**src/rtl/kabf_pkg.sv**
```systemverilog
// ----------------------------------------------------------------------------
// kabf_pkg
// Shared widths, register indexes and limits of the angle/bias Kalman filter.
// ----------------------------------------------------------------------------
package kabf_pkg;

   // Q4.28 fraction bits and fixed field widths
   localparam int FRAC     = 28;
   localparam int Q_W      = 32;
   localparam int CFG_W    = 31;
   localparam int CSR_AW   = 2;
   // quotient bits left once the gain is known to stay below 2^31
   localparam int QUO_BITS = 31;

   typedef logic [CSR_AW-1:0] csr_addr_type;

   localparam csr_addr_type REG_STEP_TIME     = 2'd0;
   localparam csr_addr_type REG_ANGLE_NOISE   = 2'd1;
   localparam csr_addr_type REG_BIAS_NOISE    = 2'd2;
   localparam csr_addr_type REG_MEASURE_NOISE = 2'd3;

   localparam logic signed [Q_W-1:0] Q_MAX = {1'b0, {(Q_W-1){1'b1}}};
   localparam logic signed [Q_W-1:0] Q_MIN = {1'b1, {(Q_W-1){1'b0}}};

endpackage

```
**src/rtl/kabf_mul.sv**
```systemverilog
// ----------------------------------------------------------------------------
// kabf_mul
// Shared Q4.28 multiplier: (a * b) >> 28, truncated toward zero. The 32-bit
// operand is consumed in two 16-bit halves, low half first.
// ----------------------------------------------------------------------------
module kabf_mul #(
   parameter int AW = 49
) (
   input  logic                 clock,
   input  logic                 reset,
   input  logic                 start,
   input  logic signed [AW-1:0] op_a,
   input  logic signed [31:0]   op_b,
   output logic                 done,
   output logic signed [AW+4:0] result
);
   import kabf_pkg::*;

   typedef enum logic [1:0] {M_IDLE, M_LOW, M_HIGH, M_FIN} mstate_type;

   mstate_type            state_ff;
   logic [AW-1:0]         mag_a_ff;
   logic [31:0]           mag_b_ff;
   logic                  neg_ff;
   logic [AW+31:0]        acc_ff;
   logic                  done_ff;
   logic signed [AW+4:0]  result_ff;

   logic [AW-1:0]         mag_a_in;
   logic [31:0]           mag_b_in;
   logic [AW+15:0]        pp_lo;
   logic [AW+15:0]        pp_hi;
   logic [AW+4:0]         shifted;

   // operand magnitudes
   assign mag_a_in = op_a[AW-1] ? AW'(-op_a) : AW'(op_a);
   assign mag_b_in = op_b[31] ? 32'(-op_b) : 32'(op_b);

   // partial products of one 16-bit half
   assign pp_lo   = (AW+16)'(mag_a_ff) * (AW+16)'(mag_b_ff[15:0]);
   assign pp_hi   = (AW+16)'(mag_a_ff) * (AW+16)'(mag_b_ff[31:16]);
   assign shifted = {1'b0, acc_ff[AW+31:FRAC]};

   always_ff @(posedge clock) begin
      if (reset) begin
         state_ff <= M_IDLE;
         done_ff  <= 1'b0;
      end else begin
         done_ff <= 1'b0;
         case (state_ff)
            M_IDLE: begin
               if (start) begin
                  mag_a_ff <= mag_a_in;
                  mag_b_ff <= mag_b_in;
                  neg_ff   <= op_a[AW-1] ^ op_b[31];
                  state_ff <= M_LOW;
               end
            end
            M_LOW: begin
               acc_ff   <= (AW+32)'(pp_lo);
               state_ff <= M_HIGH;
            end
            M_HIGH: begin
               acc_ff   <= acc_ff + ((AW+32)'(pp_hi) << 16);
               state_ff <= M_FIN;
            end
            M_FIN: begin
               // apply sign after truncation so rounding is toward zero
               result_ff <= neg_ff ? -$signed(shifted) : $signed(shifted);
               done_ff   <= 1'b1;
               state_ff  <= M_IDLE;
            end
            default: state_ff <= M_IDLE;
         endcase
      end
   end

   assign done   = done_ff;
   assign result = result_ff;

endmodule

```
**config.mk**
```make
export PLATFORM = sky130hd
export DESIGN_NAME = kabf_mul
export DESIGN_NICKNAME = d
export VERILOG_FILES = /design/src/rtl/kabf_pkg.sv /design/src/rtl/kabf_mul.sv
export SDC_FILE = /design/constraint.sdc
export NUM_CORES = 2
export LEC_CHECK = 0
export BUFFER_PORTS_ARGS = -buffer_cell sky130_fd_sc_hd__buf_4
export CAP_MARGIN = 0
export CORE_UTILIZATION = 35
export CTS_BUF_LIST = sky130_fd_sc_hd__clkbuf_8
export CTS_CLUSTER_DIAMETER = 80
export DETAILED_ROUTE_END_ITERATION = 10
export PLACE_DENSITY_LB_ADDON = 0.2
export SYNTH_ARGS = -nofsm -noshare
export SYNTH_HDL_FRONTEND = slang
export SYNTH_SLANG_ARGS = --single-unit
```
**constraint.sdc**
```tcl
create_clock -name clock -period 10.7 [get_ports clock]
set_input_delay 0.535 -clock clock [delete_from_list [all_inputs] [get_ports clock]]
set_output_delay 0.535 -clock clock [all_outputs]
set_load 0.05 [all_outputs]
```
======== Yosys cells after proc, flatten, opt, wreduce, memory -nomap -nowiden ========
Cells that the tools add are included.
word-level totals
  register bits ........................... 220
  output and inout port bits .............. 55
  word-level logic and storage cells ...... 34
cells by class
  add/subtract/negate cells ............... 4
  multiply operators ...................... 2
  equality and inequality tests ........... 4
  muxes and demuxes ....................... 7
  bitwise logic cells ..................... 2
  reduce and logical (&&, ||, !) cells .... 5
operators by type and width
  cell                                                             number
  81-bit case mux with 2 select lines                              1
  49-bit by 16-bit multiplier with 65-bit output                   2
  81-bit adder                                                     1
  53-bit negation with 54-bit output                               1
  53-bit 2-to-1 mux                                                1
  49-bit negation                                                  1
  48-bit 2-to-1 mux                                                1
  32-bit negation                                                  1
  31-bit 2-to-1 mux                                                1
  2-bit case mux with 4 select lines                               1
  2-bit == test, second input constant                             2
  2-bit AND reduction                                              2
  3-bit AND reduction                                              1
  2-bit by 1-bit == test with 1-bit output, second input constant  1
  2-bit zero test                                                  1
  2-bit 2-to-1 mux                                                 1
  2-bit != test, second input constant                             1
  2-bit nonzero test                                               1
  1-bit 2-to-1 mux                                                 1
  1-bit inverter                                                   1
  1-bit bitwise XOR                                                1

======== Depth between registers and ports, before layout ========
  word-level depth ........................ 3
  depth in mapped cells ................... 37
  gate-level depth less buffers ........... 34

======== Worst setup path after synthesis ========
OpenSTA, ideal clock, no wires.
  path type ............................... flip-flop to flip-flop
  start ................................... reg mag_a_ff[22]
  end ..................................... reg acc_ff[80] (data pin)
  library setup time ...................... 0.147 ns
  arrival time ............................ 8.412 ns
  data required time ...................... 10.553 ns
  slack ................................... 2.141 ns
  cell stages (with the launch flop) ...... 33
  path through ............................ edfxtp_1 clkbuf_1 and2_1 fa_1 inv_1 fa_1 fa_1 inv_1 fa_1 fa_1 inv_1 fa_1 inv_1 ha_1 clkbuf_1 a21oi_1 a211oi_1 or3b_2 o31a_1 a211oi_1 a21o_1 o211ai_1 a31o_2 a211oi_1 a21oi_1 ha_1 clkbuf_1 and4_1 and3_1 a22o_1 or4_1 a31o_2 a21oi_1
on the way
  cells in the longest elaborated chain, start to end .. 3
ends and longest elaborated chain
  element                                         line            RTL
  from (decl)                                     kabf_mul.sv:22  logic [AW-1:0] mag_a_ff;
  from (signal assigned)                          kabf_mul.sv:53  mag_a_ff <= mag_a_in;
  49-bit by 16-bit multiplier with 65-bit output  kabf_mul.sv:41  assign pp_hi = (AW+16)'(mag_a_ff) * (AW+16)'(mag_b_ff[31:16]);
  81-bit adder                                    kabf_mul.sv:64  acc_ff <= acc_ff + ((AW+32)'(pp_hi) << 16);
  81-bit case mux with 2 select lines             kabf_mul.sv:50  case (state_ff)
  to (signal assigned)                            kabf_mul.sv:60  acc_ff <= (AW+32)'(pp_lo);
  to (signal assigned)                            kabf_mul.sv:64
  to (decl)                                       kabf_mul.sv:25  logic [AW+31:0] acc_ff;
No other way between the ends.
A chain may end at the register's enable or synchronous reset.

======== Worst setup path after layout ========
  start ................................... reg mag_a_ff[13]
  end ..................................... reg acc_ff[78] (data pin)
The elaborated chain is that of the path after synthesis.

==> qor.yml <==
outcome:
  status: "complete, no violations"
clocking:
  numCtsBuffers: 44
  insertion_delay_ps: 700
  cts_root_buf: "clkbuf_8"
  ctsLongestPathBuffers: 3
  clock-sinks: 204
  htree_levels: 2
  holdBufCountCts: 0
  cts_tree: "yes"
  clk_pin_slew_worst_paths_ps: 60
critical_path:
  start_kind: "flop"
  end_kind: "flop"
  cp_num_buf_inv: 3
  path_class: "reg2reg"
  arrival_ps: 10700
  cpMostUsedCell: "fa_1"
  path_delay_family: "adder cells"
  cp_slowest_cell: "edfxtp_1"
  slowest_delay_ps: 930
  worst-path-max-fanout: 13
  required_ps: 11240
  r2r_slack_ps: 540
die:
  die-area_sq_mm: 0.1761
  fp.dieH_microns: 419.6
  rows: 152
  die_w_microns: 419.6
  core_area_sq_mm: 0.1725
  io-pin-count: 139
  initial_utilization_pct: 35.39
yosys:
  ys_warn_count: 0
  ys_async_sr_fraction_pct: 0
  ys_seq_area_share_pct: 9.987
  yosys-top-cells-count: "1,324 x nand2_1, 1,312 x fa_1, 1,293 x inv_1"
  ys_seq_elements: 204
  synth_top_area_share_pct: 43.03
  yosys_most_used_dff: "edfxtp_1"
  synthesis.nets: 8624
  netlist.top_cell.by_area: "fa_1"
  netlist_area_sq_mm: 0.06104
  synth_enable_flop_cells: 201
  synth.avg_cell_area_sq_um: 8.876
  ys_top_cells_by_area: "fa_1 43%, edfxtp_1 9.9%, nand2_1 8.1%, inv_1 8.0%, ha_1 7.2%"
  yosys.cell_count.top_type: "nand2_1"
  synth_cells: 6877
  yosysUniqueCellTypes: 69
final_layout:
  layout.cells.non_filler: 9156
  fillCellCount: 17720
  syn2layout_area_growth_pct: 7.394
  fin_nets: 8556
  drive_gt1_share_pct: 5.512
global_route:
  antenna_found_initial: 4
  grt_max_degree: 74
  grtUsageTotal_pct: 21.85
  grt_pass1_vias: 49570
  grt_pass1_wl_microns: 292700
  overflow: 0
placement:
  dp_hpwl_microns: 154400
  dp_cells: 9059
  port_buffers: 138
  gp_congestion: 0.9156
drt:
  post-route-drc-count: 0
  drt-vias-per-instance: 5.098
  wl_per_cell_microns: 20.72
  vias: 46680
  drtAntennaViolNets: 0
  drt_iter0_drc: 2888
  first_pass_iters: 6
  wirelength_microns: 189700
timing:
  fmax_ghz: 0.09838
  max-slew-margin-rel_pct: 15.77
  final-setup-viol-count: 0
  skew_ps: 73.24
  period_needed_ps: 10160
  fin_setup_tns_ps: 0
  fin_crit_sh_pct: 95.00
  rsz0062_at_grt: "false"
  worstMarginPinSlew_ps: 1263
  hold_viol_final: 0
  slew_violations: 0
min_path:
  min_path_type: "in2reg"
job:
  maxCapViolations: 0
## layout by cell type (no fill, tap or decap), drive strengths merged, types with 58 or more instances in the layout
cell type / count
edfxtp: 201
a21oi: 220
nor2: 134
xnor2: 220
xor2: 70
nand2: 1324
nand4: 58
a21o: 99
inv: 1303
o21ai: 193
buf: 277
and2: 466
fa: 1312
ha: 351
## kinds of logic after synthesis
group | count (synthesis) | synth area share, %
and+or+nand+nor | 2239 | 16.99
buffers and inverters | 1685 | 10.36
adders and majority gates | 1663 | 50.23
AOI/OAI and AO/OA | 787 | 8.132
xor gates and xnor gates | 290 | 4.161
DFF | 204 | 9.987
muxes | 9 | 0.1476
## layer usage
metal / global-route usage [%] / vias up / share of wire [%]
met4: 12.00 / 4 / 6.4
met5: 0 / - / 0.014
met3: 2.158 / 310 / 4.1
met1: 26.02 / 24330 / 38
met2: 38.58 / 1130 / 51
li1: - / 20910 / -
## path summary, 6_finish.rpt
kind | from | to | depth (start not counted)
max | mag_a_ff[13] | acc_ff[78] | 29
min | op_b[0] | mag_b_ff[0] | 1
max reg2reg | mag_a_ff[13] | acc_ff[78] | 29
min reg2reg | state_ff[0] | state_ff[0] | 2
## final cells by class
| type | instances | area (sq um) | share of cell area [%] |
|---|---|---|---|
| multi-input combinational | 4988 | 48660 | 74.23 |
| sequential | 204 | 6096 | 9.299 |
| inverter | 1294 | 4857 | 7.410 |
| tap | 2310 | 2890 | 4.409 |
| timing repair buffer | 277 | 2120 | 3.233 |
| clock buffer | 46 | 633.1 | 0.9658 |
| clock inverter | 31 | 281.5 | 0.4295 |
| antenna | 6 | 15.01 | 0.02290 |
## registers in the layout, summed over array words and instances (netlist names)
signal,flops
state_ff,2
mag_b_ff,32
acc_ff,65
neg_ff,1
done,1
mag_a_ff,49
result,54
## worst register-to-register path, delay by kind of cell, from the launching register on
kind,cells,cell delay (ps)
fa+ha+maj,8,3830
compound gates,11,3790
simple gates,5,940
flops,1,930
mux,1,220
xor+xnor,1,150
buf+inv,3,140
## stage by stage
step / instance area [sq um] / hold WS [ps] / setup slack (ps) / util [%]
2_1_floorplan: 61040 / 471.7 / 2141 / -
3_3_place_gp: 64470 / 530.2 / 351.8 / 37.38
3_5_place_dp: 64470 / 546.6 / 240.7 / 37.38
4_1_cts: 65390 / 13.11 / 242.5 / 37.91
5_1_grt: 65550 / 38.09 / 104.8 / 38.00
6_report: 65550 / 61.42 / 535.3 / 38.00
## timing repair
action / CTS / global route
setup endpoints to repair: 0 / 4
buffers inserted: 0 / 14
resized for setup: 0 / 2
Power is not shown: default switching activity piles up to over one toggle a cycle in this logic, so the estimate is an artifact.
