## src/rtl/kabf_pkg.sv

```systemverilog
// ----------------------------------------------------------------------------
// kabf_pkg
// Shared widths, register indexes and limits of the angle/bias Kalman filter.
// ----------------------------------------------------------------------------
package kabf_pkg;

   // Q4.28 fraction bits and fixed field widths
   localparam int FRAC     = 28;
   localparam int Q_W      = 32;
   localparam int CFG_W    = 31;
   localparam int CSR_AW   = 2;
   // quotient bits left once the gain is known to stay below 2^31
   localparam int QUO_BITS = 31;

   typedef logic [CSR_AW-1:0] csr_addr_type;

   localparam csr_addr_type REG_STEP_TIME     = 2'd0;
   localparam csr_addr_type REG_ANGLE_NOISE   = 2'd1;
   localparam csr_addr_type REG_BIAS_NOISE    = 2'd2;
   localparam csr_addr_type REG_MEASURE_NOISE = 2'd3;

   localparam logic signed [Q_W-1:0] Q_MAX = {1'b0, {(Q_W-1){1'b1}}};
   localparam logic signed [Q_W-1:0] Q_MIN = {1'b1, {(Q_W-1){1'b0}}};

endpackage

```

## src/rtl/kabf_div.sv

```systemverilog
// ----------------------------------------------------------------------------
// kabf_div
// Gain divider: (p << 28) / s, truncated toward zero, saturated to Q4.28.
// Restoring division, one quotient bit per cycle.
// ----------------------------------------------------------------------------
module kabf_div (
   input  logic                clock,
   input  logic                reset,
   input  logic                start,
   input  logic signed [31:0]  num,
   input  logic [31:0]         den,
   output logic                done,
   output logic signed [31:0]  gain
);
   import kabf_pkg::*;

   typedef enum logic [1:0] {D_IDLE, D_RUN, D_FIN} dstate_type;

   dstate_type             state_ff;
   logic                   neg_ff;
   logic                   sat_ff;
   logic [31:0]            den_ff;
   logic [31:0]            rem_ff;
   logic [QUO_BITS-1:0]    src_ff;
   logic [QUO_BITS-1:0]    quo_ff;
   logic [4:0]             cnt_ff;
   logic                   done_ff;
   logic signed [31:0]     gain_ff;

   logic [31:0]            mag_in;
   logic [32:0]            trial;
   logic                   fits;

   assign mag_in = num[31] ? 32'(-num) : 32'(num);
   assign trial  = {rem_ff, src_ff[QUO_BITS-1]};
   assign fits   = trial >= {1'b0, den_ff};

   always_ff @(posedge clock) begin
      if (reset) begin
         state_ff <= D_IDLE;
         done_ff  <= 1'b0;
      end else begin
         done_ff <= 1'b0;
         case (state_ff)
            D_IDLE: begin
               if (start) begin
                  neg_ff <= num[31];
                  den_ff <= den;
                  quo_ff <= '0;
                  rem_ff <= {3'b000, mag_in[31:3]};
                  src_ff <= {mag_in[2:0], {FRAC{1'b0}}};
                  cnt_ff <= 5'(QUO_BITS);
                  // quotient of 2^31 or more saturates at once
                  if ({3'b000, mag_in} >= {den, 3'b000}) begin
                     sat_ff   <= 1'b1;
                     state_ff <= D_FIN;
                  end else begin
                     sat_ff   <= 1'b0;
                     state_ff <= D_RUN;
                  end
               end
            end
            D_RUN: begin
               rem_ff <= fits ? 32'(trial - {1'b0, den_ff}) : trial[31:0];
               quo_ff <= {quo_ff[QUO_BITS-2:0], fits};
               src_ff <= src_ff << 1;
               cnt_ff <= cnt_ff - 5'd1;
               if (cnt_ff == 5'd1) begin
                  state_ff <= D_FIN;
               end
            end
            D_FIN: begin
               if (sat_ff) begin
                  gain_ff <= neg_ff ? Q_MIN : Q_MAX;
               end else begin
                  gain_ff <= neg_ff ? -$signed({1'b0, quo_ff}) : $signed({1'b0, quo_ff});
               end
               done_ff  <= 1'b1;
               state_ff <= D_IDLE;
            end
            default: state_ff <= D_IDLE;
         endcase
      end
   end

   assign done = done_ff;
   assign gain = gain_ff;

endmodule

```

## config.mk

```make
export PLATFORM = sky130hd
export DESIGN_NAME = kabf_div
export DESIGN_NICKNAME = d
export VERILOG_FILES = /design/src/rtl/kabf_pkg.sv /design/src/rtl/kabf_div.sv
export SDC_FILE = /design/constraint.sdc
export NUM_CORES = 1
export LEC_CHECK = 0
export ABC_AREA = 1
export BUFFER_PORTS_ARGS = -buffer_cell sky130_fd_sc_hd__buf_2
export CAP_MARGIN = 20
export CORE_MARGIN = 5
export CORE_UTILIZATION = 65
export CTS_CLUSTER_DIAMETER = 30
export DETAILED_ROUTE_END_ITERATION = 12
export GPL_TIMING_DRIVEN = 0
export HOLD_SLACK_MARGIN = 0.12
export PLACE_DENSITY = 0.87
export SYNTH_ARGS = -nofsm -noshare
export SYNTH_HDL_FRONTEND = slang
export SYNTH_SLANG_ARGS = --single-unit
```

## constraint.sdc

```tcl
create_clock -name clock -period 5.55 [get_ports clock]
set_clock_uncertainty 0.15 [all_clocks]
set_input_delay 0.2775 -clock clock [delete_from_list [all_inputs] [get_ports clock]]
set_output_delay 0.2775 -clock clock [all_outputs]
set_load 0.02 [all_outputs]
```

---- Word level (Yosys, flattened, before mapping) ----
Cells that the tools add are included.
storage, ports and cells
  output and inout port bits .............. 33
  register bits ........................... 168
cells by class
  add/sub/neg operators ................... 4
  $lt $le $gt $ge ......................... 2
  equal/unequal tests ..................... 5
  bitwise operators ....................... 1
  reduce and logical (&&, ||, !) cells .... 6
  multiplexer cells ....................... 19
operators with widths
  operator               number
  $mux W32               6
  $pmux W31 S2           2
  $pmux W32 S2           1
  $mux W31               2
  $ge A32 B35 Y1         1
  $ge A33 B32 Y1         1
  $neg A31 Y32           1
  $neg A32 Y32           1
  $sub A32 B32 Y32       1
  $pmux W5 S2            1
  $mux W2                3
  $reduce_and A3 Y1      2
  $eq A5 B1 Y1 const B   1
  $mux W5                1
  $sub A5 B1 Y5 const B  1
  $ne A2 B2 Y1 const B   2
  $pmux W2 S2            1
  $reduce_and A2 Y1      2
  $eq A2 B1 Y1 const B   1
  $eq A2 B2 Y1 const B   1
  $logic_not A2 Y1       1
  $mux W1                2
  $reduce_bool A2 Y1     1
  $not A1 Y1             1

---- Longest topological paths before layout ----
Gate-level depths: netlist of run 1.
  word-level depth ........................ 6
  mapped depth ............................ 21

---- Worst setup path before layout of run 1 ----
OpenSTA, ideal clock, no wires.
  path type ............................... register to register
  start ................................... reg state_ff[0]
  end ..................................... reg den_ff[0] (enable)
  setup slack ............................. 2.140 ns
  clock period less this slack ............ 3.410 ns
  data required time ...................... 4.933 ns
  cell stages (with the launch flop) ...... 4
  path buffers ............................ 0
  arrival ................................. 2.792 ns
  cell sequence ........................... dfxtp_1 -> inv_1 -> nand2_1 -> nor3_1
on the way
  word-level cells in the longest chain between the ends .. 2
ends and longest elaborated chain
  element                      line            text
  from (decl)                  kabf_div.sv:19  dstate_type state_ff;
  from (signal assigned)       kabf_div.sv:40  state_ff <= D_IDLE;
  from (signal assigned)       kabf_div.sv:56  state_ff <= D_FIN;
  from (signal assigned)       kabf_div.sv:59  state_ff <= D_RUN;
  $logic_not A2 Y1             kabf_div.sv:44  case (state_ff)
  $reduce_and A3 Y1 (no line)  n/a
  to (signal assigned)         kabf_div.sv:48  den_ff <= den;
  to (decl)                    kabf_div.sv:22  logic [31:0] den_ff;
No other way between the ends.
A chain may end at the register's enable or synchronous reset.

---- Worst setup path after layout of run 1 ----
  start ................................... in num[0]
  end ..................................... reg state_ff[0]
on the way
  word-level cells in the longest chain between the ends .. 6
ends and longest elaborated chain
  element             line            text
  from (decl)         kabf_div.sv:10  input logic signed [31:0] num,
  $neg A32 Y32        kabf_div.sv:34  assign mag_in = num[31] ? 32'(-num) : 32'(num);
  $mux W32 (*)        kabf_div.sv:34
  $ge A32 B35 Y1 (*)  kabf_div.sv:54  if ({3'b000, mag_in} >= {den, 3'b000}) begin
  $mux W2 (*)         kabf_div.sv:54
  $mux W2 (*)         kabf_div.sv:46  if (start) begin
  $pmux W2 S2 (*)     kabf_div.sv:44
Every way passes the cells marked *; elsewhere a longest branch is shown, timed or not. The select of a mux whose other input is x is not followed.

==> reports/qor.csv, run 1 <==
metric;value;unit
status;finished, final reports clean;
fillCellCount;1246;
gp_congestion;0.959;
cts_tree;yes;
synth_flop_cell;edfxtp_1;
die_area;19400;sq um
cp.arrival;4.14;ns
drive_gt1_share;11.7;%
grt_pass1_vias;10300;
clock-sinks;140;
path_common_cell;nand2_1;
dp_slack;2.32;ns
final-max-slew-violation-count;0;
drt_iter0_drc;1272;
comb_power_share;27.6;%
switchingPower;1160;uW
synth_nets;1623;
leakagePower;0.00631;uW
hold_viol_final;0;
synth_common_cells;nand2_1 (417), inv_1 (281), nor2_1 (163);
yosys.area.top_type_share;37.8;%
synth_top_family_by_area;simple AND/OR/NAND/NOR gates;
nets;1784;
area_delta_synth_final;16.8;%
worst_setup_path_end_kind;flip-flop;
dp_hpwl;24900;microns
worst_setup_path_start_kind;input port;
yosys.area_share.simple;32.3;%
maxCapViolCount;0;
viasPerCell;5.66;
total_power;3410;uW
grt_max_degree;72;
p_int;2250;uW
rsz0062_at_grt;no;
core;16500;sq um
cts_resized;0;
seq_area_frac_synth;38.4;%
async_flop_share;0;%
min_path_type;in2reg;
die_h;139;microns
root_buffer;clkbuf_16;
track_usage;33.9;%
ir_worst_vdd;0.242;mV
port-buffer-count;99;
drtPass1Iterations;6;
syn_area;10900;sq um
p_per_area;268;nW/um^2
crit_chain;dlygate4sd3_1, buf_2, inv_1, ha_1, nand3_1, nor3_1, nand2_1, nand2_1, nand2_1, a21boi_1, ha_1, a21oi_1, o21ai_0, a21oi_1, nand2_1, nor2_1, nand3_1, a21oi_1, dlygate4sd3_1;
tightest_slew;0.956;ns
cts.clk_slew.worst_paths;0.06;ns
criticalPathCategory;in2reg;
synth_warnings;0;
antenna_found_initial;1;
synthTopCellsByArea;edfxtp_1 (38%), nand2_1 (14%), inv_1 (9.7%);
critPathMaxFanout;4;
drc;0;
holdWs;0.191;ns
place_area;11700;sq um
fmax;0.255;GHz
muxShareOfSynthArea;0;%
yosysTopAreaCell;edfxtp_1;
critPathSlowestCell;dlygate4sd3_1;
worst_slack;1.62;ns
p_clk_share;34.7;%
finalCritPeriodShare;70.7;%
io_pins;100;
cts_buffers;17;
synth_seq_cells;140;
rows;47;
wl;33200;microns
synth_edf_count;137;
synthXorXnorAreaFrac;4.67;%
grt_pass1_wl;52100;microns
route.vias.total;10700;
finalWorstPathRequiredPeriod;3.93;ns
post_synth_fa_ha_maj_area_fraction;7.66;%
finalSetupTns;0;ns
wire_per_inst;17.6;microns
start_util;65.8;%
ys_types;46;
slowest_delay;0.56;ns
gr-total-overflow;0;
maxSlewHeadroom;36.3;%
antenna_left;0;
htree_levels;4;
synth_compound_area_share;5.48;%
cts_buffer_depth;2;
setup_viol;0;
yosysMostFrequentCell;nand2_1;
synth_cells;1490;
fin_area;12700;sq um
die_w;139;microns
seqPwrFrac;37.7;%
swShare;34.0;%
diodes;0;
required;5.77;ns
syn_area_per_cell;7.30;sq um
clk_latency;0.43;ns
[kinds of logic (layout without fill, tap and decap cells)]
| logic type | Yosys count | in the layout |
|---|---|---|
| compound gates | 108 | 108 |
| xor+xnor | 58 | 58 |
| fa+ha+maj | 66 | 66 |
| buf+inv | 317 | 491 |
| flops | 140 | 140 |
| simple gates | 801 | 801 |
[cell usage in the layout, fill, tap and decap left out, types with 3 or more instances in the layout]
master	count
buf_1	4
nor2_1	163
o21ai_2	4
nor3_1	16
nand4_1	20
buf_6	7
nor3_2	3
nand3_1	104
o21ai_0	33
ha_1	65
nand2_1	417
nor2_2	10
nand3_2	12
nand3b_1	29
inv_1	280
nor4_1	5
buf_2	109
clkbuf_16	17
edfxtp_1	137
clkinv_1	4
dfxtp_1	3
inv_6	6
dlygate4sd3_1	38
and2_1	6
o21bai_1	4
clkbuf_1	12
a21oi_1	54
nand2_2	7
xnor2_1	18
xor2_1	40
[path summary, 6_finish.rpt]
path | from | endpoint | slack [ns] | cells past startpoint
max | num[0] | state_ff[0] | 1.62 | 19
min | num[25] | rem_ff[22] | 0.19 | 5
min reg2reg | state_ff[0] | done | 0.35 | 1
max reg2reg | rem_ff[23] | rem_ff[23] | 2.76 | 12
[layout make-up]
class | count | area (sq um) | area share, %
Multi-Input combinational cell | 1033 | 5470 | 43.0
Sequential cell | 140 | 4170 | 32.9
Inverter | 286 | 1080 | 8.47
Timing Repair Buffer | 142 | 932 | 7.34
Clock buffer | 17 | 425 | 3.35
Tap cell | 220 | 275 | 2.17
Clock inverter | 15 | 179 | 1.41
Buffer | 31 | 175 | 1.38
[power groups by stage]
stage	clock [uW]	combinational (uW)	sequential (uW)
4_1_cts	1170	912	1280
3_5_place_dp	0	877	1300
6_report	1180	942	1290
5_1_grt	1230	1040	1290
3_3_place_gp	0	845	1310
2_1_floorplan	0	619	1300
[metal layers]
| metal | global-route usage, % | vias up | routed length (microns) |
|---|---|---|---|
| met5 | 0 | - | 13 |
| met4 | 13.1 | 2 | 1280 |
| met3 | 8.06 | 106 | 3670 |
| met2 | 53.7 | 635 | 14900 |
| met1 | 45.5 | 4849 | 13300 |
| li1 | - | 5069 | - |
[repair_timing]
item | CTS | global route
buffers inserted | 0 | 0
hold endpoints to repair | 38 | 0
hold buffers | 38 | 0
[state kept, by name, indices dropped and copies added, names as in the netlist]
signal,cells
sat_ff,1
den_ff,32
src_ff,3
gain,32
state_ff,2
rem_ff,32
cnt_ff,5
quo_ff,31
neg_ff,1
done,1
[metrics by stage]
| step | instances | util (%) |
|---|---|---|
| after detailed placement | 1814 | 70.9 |
| after floorplan | 1490 | - |
| after global routing | 1884 | 76.9 |
| after CTS | 1884 | 76.9 |
| after global placement | 1809 | 70.5 |
| final | 1884 | 76.9 |
[critical path: cells and delay by family]
family          cells  cell delay (ns)
buf+inv             4             1.32
fa+ha+maj           2             0.55
simple gates        8             1.09
compound gates      5             0.88
No activity file was read; power rests on OpenSTA's default activity.
==> run 2: changes to the inputs <==
--- a/config.mk
+++ b/config.mk
@@ -9,12 +9,12 @@
 export BUFFER_PORTS_ARGS = -buffer_cell sky130_fd_sc_hd__buf_2
 export CAP_MARGIN = 20
 export CORE_MARGIN = 5
-export CORE_UTILIZATION = 65
+export CORE_UTILIZATION = 61
 export CTS_CLUSTER_DIAMETER = 30
 export DETAILED_ROUTE_END_ITERATION = 12
 export GPL_TIMING_DRIVEN = 0
 export HOLD_SLACK_MARGIN = 0.12
-export PLACE_DENSITY = 0.87
+export PLACE_DENSITY = 0.83
 export SYNTH_ARGS = -nofsm -noshare
 export SYNTH_HDL_FRONTEND = slang
 export SYNTH_SLANG_ARGS = --single-unit
==> constraint.sdc (replaced) <==
create_clock -name clock -period 4 [get_ports clock]
set_clock_uncertainty 0.15 [all_clocks]
set_input_delay 0.2 -clock clock [delete_from_list [all_inputs] [get_ports clock]]
set_output_delay 0.2 -clock clock [all_outputs]
set_load 0.02 [all_outputs]
==> reports/qor.csv, run 2 (synthesized netlist as in run 1, its figures left out) <==
metric;value;unit;change
antenna_found_initial;0;;-1
start_util;62.5;%;-3.4 points
finalCritPeriodShare;96.0;%;
io_pins;100;;unchanged
track_usage;31.7;%;-2.2 points
final_common_cell;nand2_1;;
port-buffer-count;99;;unchanged
dp.cells;1818;;+0.22%
area_delta_synth_final;16.9;%;
post_cts_buffers;0;;unchanged
cts_resized;0;;unchanged
drive_gt1_share;11.6;%;-0.13 points
drc;0;;unchanged
gp_congestion;0.988;;+2.9%
diodes;0;;unchanged
crit_chain;dlygate4sd3_1, buf_2, inv_1, ha_1, nand3_1, nor3_1, nand2_1, nand2_1, nand2_1, a21boi_1, ha_1, nand2_1, nor2_1, nand3_1, nor2_1, nand2_1, nand2_1, nor2_1, nand3_1, a21oi_1, dlygate4sd3_1;;
fillCellCount;1388;;+11%
holdWs;0.130;ns;-0.0613 ns
gr-total-overflow;0;;unchanged
tightest_slew;0.952;ns;-0.00365 ns
r2r_start;rem_ff[25];;
worst_setup_path_start_kind;input port;;
regArea;4170;sq um;unchanged
total_power;4700;uW;+38%
crit_buf_inv;4;;unchanged
layout_common_cells;nand2_1 (417), inv_1 (280), nor2_1 (163), edfxtp_1 (137), buf_2 (109);;
rows;48;;+2.1%
fmax;0.261;GHz;
status;finished, final reports clean;;
critPathSlowestCell;dlygate4sd3_1;;
slowest_delay;0.55;ns;about the same
hold_viol_final;0;;unchanged
cts_tree;yes;;
wl;32100;microns;-3.3%
rsz0062_at_grt;no;;
hold_buffers;42;;+11%
setup_viol;0;;unchanged
ir_worst_vdd;0.318;mV;+31%
die_h;144;microns;+3.0%
antenna_left;0;;unchanged
grt_pass1_vias;9942;;-3.1%
maxSlewHeadroom;36.2;%;-0.10 points
worst_slack;0.162;ns;-1.46 ns
required;4.23;ns;-1.54 ns
r2r_setup_slack;1.15;ns;-1.61 ns
reg2regPathDepth;12;;unchanged
multi_input_area;5470;sq um;unchanged
path_common_cell;nand2_1;;
min_path_type;in2reg;;
cp.depth;21;;+2
die_area;20600;sq um;+6.1%
die_w;144;microns;+3.0%
dp_hpwl;24600;microns;-1.2%
clock-sinks;140;;unchanged
cp-startpoint;num[0];;
root_buffer;clkbuf_16;;
wire_per_inst;17.0;microns;-3.7%
drt_iter0_drc;1240;;-2.5%
maxCapViolCount;0;;unchanged
leakagePower;0.00632;uW;+0.16%
core;17400;sq um;+5.4%
dp_slack;0.836;ns;-1.48 ns
critPathMaxFanout;4;;unchanged
grt_max_degree;72;;unchanged
cts_buffer_depth;2;;unchanged
final-max-slew-violation-count;0;;unchanged
cts_buffers;17;;unchanged
cts.clk_slew.worst_paths;0.07;ns;about the same
endpoint;state_ff[0];;
crit_family;simple AND/OR/NAND/NOR gates;;
criticalPathCategory;in2reg;;
clk_latency;0.43;ns;about the same
viasPerCell;5.59;;-1.2%
instances_no_fill;1891;;+0.37%
finalWorstPathRequiredPeriod;3.84;ns;
p_per_area;369;nW/um^2;+38%
htree_levels;4;;unchanged
worst_setup_path_end_kind;flip-flop;;
timing.rr.end;rem_ff[26];;
cp.arrival;4.06;ns;-0.08 ns
grt_pass1_wl;50700;microns;-2.7%
nets;1787;;+0.17%
drtPass1Iterations;6;;unchanged
route.vias.total;10600;;-0.79%
## run 2: cell types whose count changed in the layout (fill, tap and decap cells not counted)
| cell | change |
|---|---|
| buf_8 | -1 |
| buf_4 | -1 |
| clkinv_1 | -1 |
| clkinv_2 | +1 |
| buf_6 | +1 |
| clkinv_4 | +3 |
| clkinv_8 | -1 |
| clkinvlp_4 | -2 |
| inv_6 | -2 |
| dlygate4sd3_1 | +4 |
| clkbuf_1 | +1 |
## run 2: report_power, final
part | total [uW] | switching [uW] | internal, uW
Combinational | 1290 | 848 | 444
Sequential | 1780 | 45.0 | 1740
Clock | 1620 | 688 | 934
## run 2: through the flow
stage	setup TNS, ns	instance area, sq um	utilization (%)
2_1_floorplan	0	10900	-
4_1_cts	0	12700	73.0
3_5_place_dp	0	11700	67.2
3_3_place_gp	-16.67	11700	66.9
5_1_grt	0	12700	73.0
6_report	0	12700	73.0
## run 2: per-layer routing
layer  up-vias  share of wire, %  global-route usage, %
li1       5069                 -                      -
met1      4866                43                   45.3
met2       570                45                   49.5
met3        72                10                   5.96
met4         0               2.6                   9.42
met5         -                 0                      0
## run 2: worst register-to-register path, cell delays in order, from the launching register on
cell and delay (ns):
edfxtp_1 0.42, ha_1 0.44, nand2_1 0.17, nor2_1 0.28
nand3_1 0.18, nand3b_1 0.22, nand2_2 0.11, nor2_4 0.07
nand2_8 0.14, buf_6 0.18, nand3_2 0.12, nand3_1 0.10
nand2_1 0.05
## run 2: area by class of cell
cell class	instances	area share (%)
multi-input combinational	1033	43.0
tap	225	2.21
clock inverter	13	1.24
timing repair buffer	145	7.55
buffer	31	1.38
clock buffer	18	3.37
inverter	286	8.46
sequential	140	32.8
## run 2: how the worst min path moves through the flow
stage | start | to | cells after the start
after floorplan | reset | state_ff[0] | 1
after global placement | den[3] | den_ff[3] | 1
after detailed placement | den[6] | den_ff[6] | 1
after CTS | num[3] | rem_ff[0] | 4
after global routing | num[10] | rem_ff[7] | 4
final | num[27] | rem_ff[24] | 5
==> run 3: changes to the inputs <==
--- a/config.mk
+++ b/config.mk
@@ -14,7 +14,7 @@
 export DETAILED_ROUTE_END_ITERATION = 12
 export GPL_TIMING_DRIVEN = 0
 export HOLD_SLACK_MARGIN = 0.12
-export PLACE_DENSITY = 0.83
+export PLACE_DENSITY = 0.87
 export SYNTH_ARGS = -nofsm -noshare
 export SYNTH_HDL_FRONTEND = slang
 export SYNTH_SLANG_ARGS = --single-unit
==> reports/qor.csv, run 3 (synthesized netlist as in run 1, its figures left out) <==
metric;value;unit;change
grt_pass1_wl;51100;microns;+0.93%
finalWorstPathRequiredPeriod;3.74;ns;-0.0957 ns
instances_no_fill;1892;;+0.053%
port-buffer-count;99;;unchanged
worst_setup_path_end_kind;flip-flop;;
setup_viol;0;;unchanged
die_area;20600;sq um;unchanged
antenna_left;0;;unchanged
cts.clk_slew.worst_paths;0.06;ns;about the same
antenna_found_initial;0;;unchanged
wl;32000;microns;-0.33%
p_per_area;359;nW/um^2;-2.7%
ir_worst_vdd;0.321;mV;+0.95%
reg2regPathDepth;10;;-2
clk_latency;0.43;ns;about the same
die_w;144;microns;unchanged
maxCapViolCount;0;;unchanged
required;4.16;ns;-0.07 ns
crit_family;buffers and inverters;;
critPathSlowestCell;dlygate4sd3_1;;
crit_chain;dlygate4sd3_1, buf_2, inv_1, ha_1, nand3_1, inv_1, and3_1, inv_1, nand2_1, xor2_1, inv_1, ha_1, nand2_1, nor4_1, nand2_1, nand2_1, nand2_1, nand3_1, a21oi_1, dlygate4sd3_1;;
fin_util;72.9;%;-0.093 points
min_path_type;in2reg;;
maxSlewHeadroom;34.7;%;-1.5 points
path_common_cell;nand2_1;;
tightest_slew;0.975;ns;+0.0223 ns
rsz0062_at_grt;no;;
cts_tree;yes;;
rows;48;;unchanged
seqPwrFrac;39.1;%;+1.1 points
r2r_start;rem_ff[27];;
track_usage;31.9;%;+0.21 points
crit_buf_inv;7;;+3
clock-sinks;140;;unchanged
io_pins;100;;unchanged
drtPass1Iterations;6;;unchanged
status;finished, final reports clean;;
fillCellCount;1352;;-2.6%
final-max-slew-violation-count;0;;unchanged
drt_iter0_drc;1241;;+0.081%
route.vias.total;10500;;-0.88%
swShare;33.4;%;-0.25 points
post_cts_buffers;0;;unchanged
dp_hpwl;24300;microns;-0.88%
cts_buffer_depth;2;;unchanged
holdWs;0.171;ns;+0.0414 ns
root_buffer;clkbuf_16;;
nets;1788;;+0.056%
min_from;num[13];;
htree_levels;4;;unchanged
dp.cells;1818;;unchanged
diodes;0;;unchanged
worst_setup_path_start_kind;input port;;
p_int;3040;uW;-2.5%
cp.arrival;3.90;ns;-0.16 ns
cp-startpoint;num[0];;
wire_per_inst;16.9;microns;-0.38%
grt_pass1_vias;10100;;+1.2%
critPathMaxFanout;4;;unchanged
final_common_cell;nand2_1;;
hold_end;rem_ff[10];;
finalSetupTns;0;ns;unchanged
hold_depth;4;;-1
area_delta_synth_final;16.8;%;
timing.rr.end;rem_ff[13];;
viasPerCell;5.54;;-0.93%
comb_power_share;28.4;%;+0.9 points
hold_viol_final;0;;unchanged
gp_congestion;0.991;;+0.33%
slowest_delay;0.56;ns;about the same
core;17400;sq um;unchanged
gr-total-overflow;0;;unchanged
leakagePower;0.00629;uW;-0.43%
r2r_setup_slack;1.31;ns;+0.16 ns
drive_gt1_share;11.6;%;+0.053 points
layout_common_cells;nand2_1 (417), inv_1 (280), nor2_1 (163), edfxtp_1 (137), buf_2 (109);;
p_clk_share;32.5;%;-2.0 points
drc;0;;unchanged
start_util;62.5;%;unchanged
criticalPathCategory;in2reg;;
grt_max_degree;72;;unchanged
die_h;144;microns;unchanged
finalCritPeriodShare;93.6;%;-2.4 points
cts_buffers;17;;unchanged
fmax;0.267;GHz;+2.6%
switchingPower;1520;uW;-3.6%
-- run 3: cell count changes in the layout (fill, tap and decap cells not counted), moves of 2 or more --
cell        change
inv_8           -2
clkinvlp_4      +4
nor3_1          -2
nor3_2          +2
clkinv_4        -3
-- run 3: worst reg2reg max path: stages, from the launching register on --
cell and delay [ns]:
edfxtp_1 0.40, ha_1 0.36, a21oi_1 0.26, nand2_1 0.13
a21oi_1 0.23, nand2_2 0.10, nor2_4 0.20, buf_2 0.29
nand3b_1 0.13, nand3_1 0.12, nand2_1 0.07
-- run 3: layer usage --
| metal | vias to the layer above | track usage (%) | wire (microns) |
|---|---|---|---|
| li1 | 5075 | - | - |
| met1 | 4769 | 45.4 | 13600 |
| met2 | 564 | 49.8 | 14500 |
| met3 | 76 | 6.19 | 3040 |
| met4 | 0 | 9.86 | 843 |
| met5 | - | 0 | 0 |
-- run 3: power groups by stage --
stage               registers [uW]  logic, uW  clock network (uW)
detailed placement            1810       1210                   0
finish                        1780       1290                1480
CTS                           1780       1260                1480
floorplan                     1810        859                   0
global route                  1790       1440                1560
global placement              1810       1170                   0
-- run 3: repair_timing --
item / in CTS / in global routing
hold endpoints to repair: 58 / 0
gates resized for setup: 0 / 2
setup endpoints to repair: 0 / 1
hold buffers: 43 / 0
-- run 3: cell type report --
type,instances,area (sq um),share of cell area (%)
Timing Repair Buffer,146,975,7.67
Sequential cell,140,4170,32.9
Buffer,31,175,1.38
Tap cell,225,282,2.22
Clock inverter,13,118,0.926
Inverter,286,1080,8.47
Multi-Input combinational cell,1033,5480,43.1
Clock buffer,18,429,3.38
-- run 3: worst max path at each step --
stage,end,slack (ns),cells after the start
after floorplan,den_ff[0],0.59,3
after global placement,den_ff[5],-0.46,3
after detailed placement,sat_ff,0.79,19
after CTS,state_ff[0],0.26,20
after global routing,state_ff[0],0.07,22
final,state_ff[0],0.26,20
-- run 3: metrics by stage --
step	setup slack, ns	cell area [sq um]	power (uW)
global placement	-0.461	11700	2980
floorplan	0.590	10900	2670
global route	0.0688	12700	4780
CTS	0.256	12700	4530
finish	0.258	12700	4560
detailed placement	0.786	11700	3020
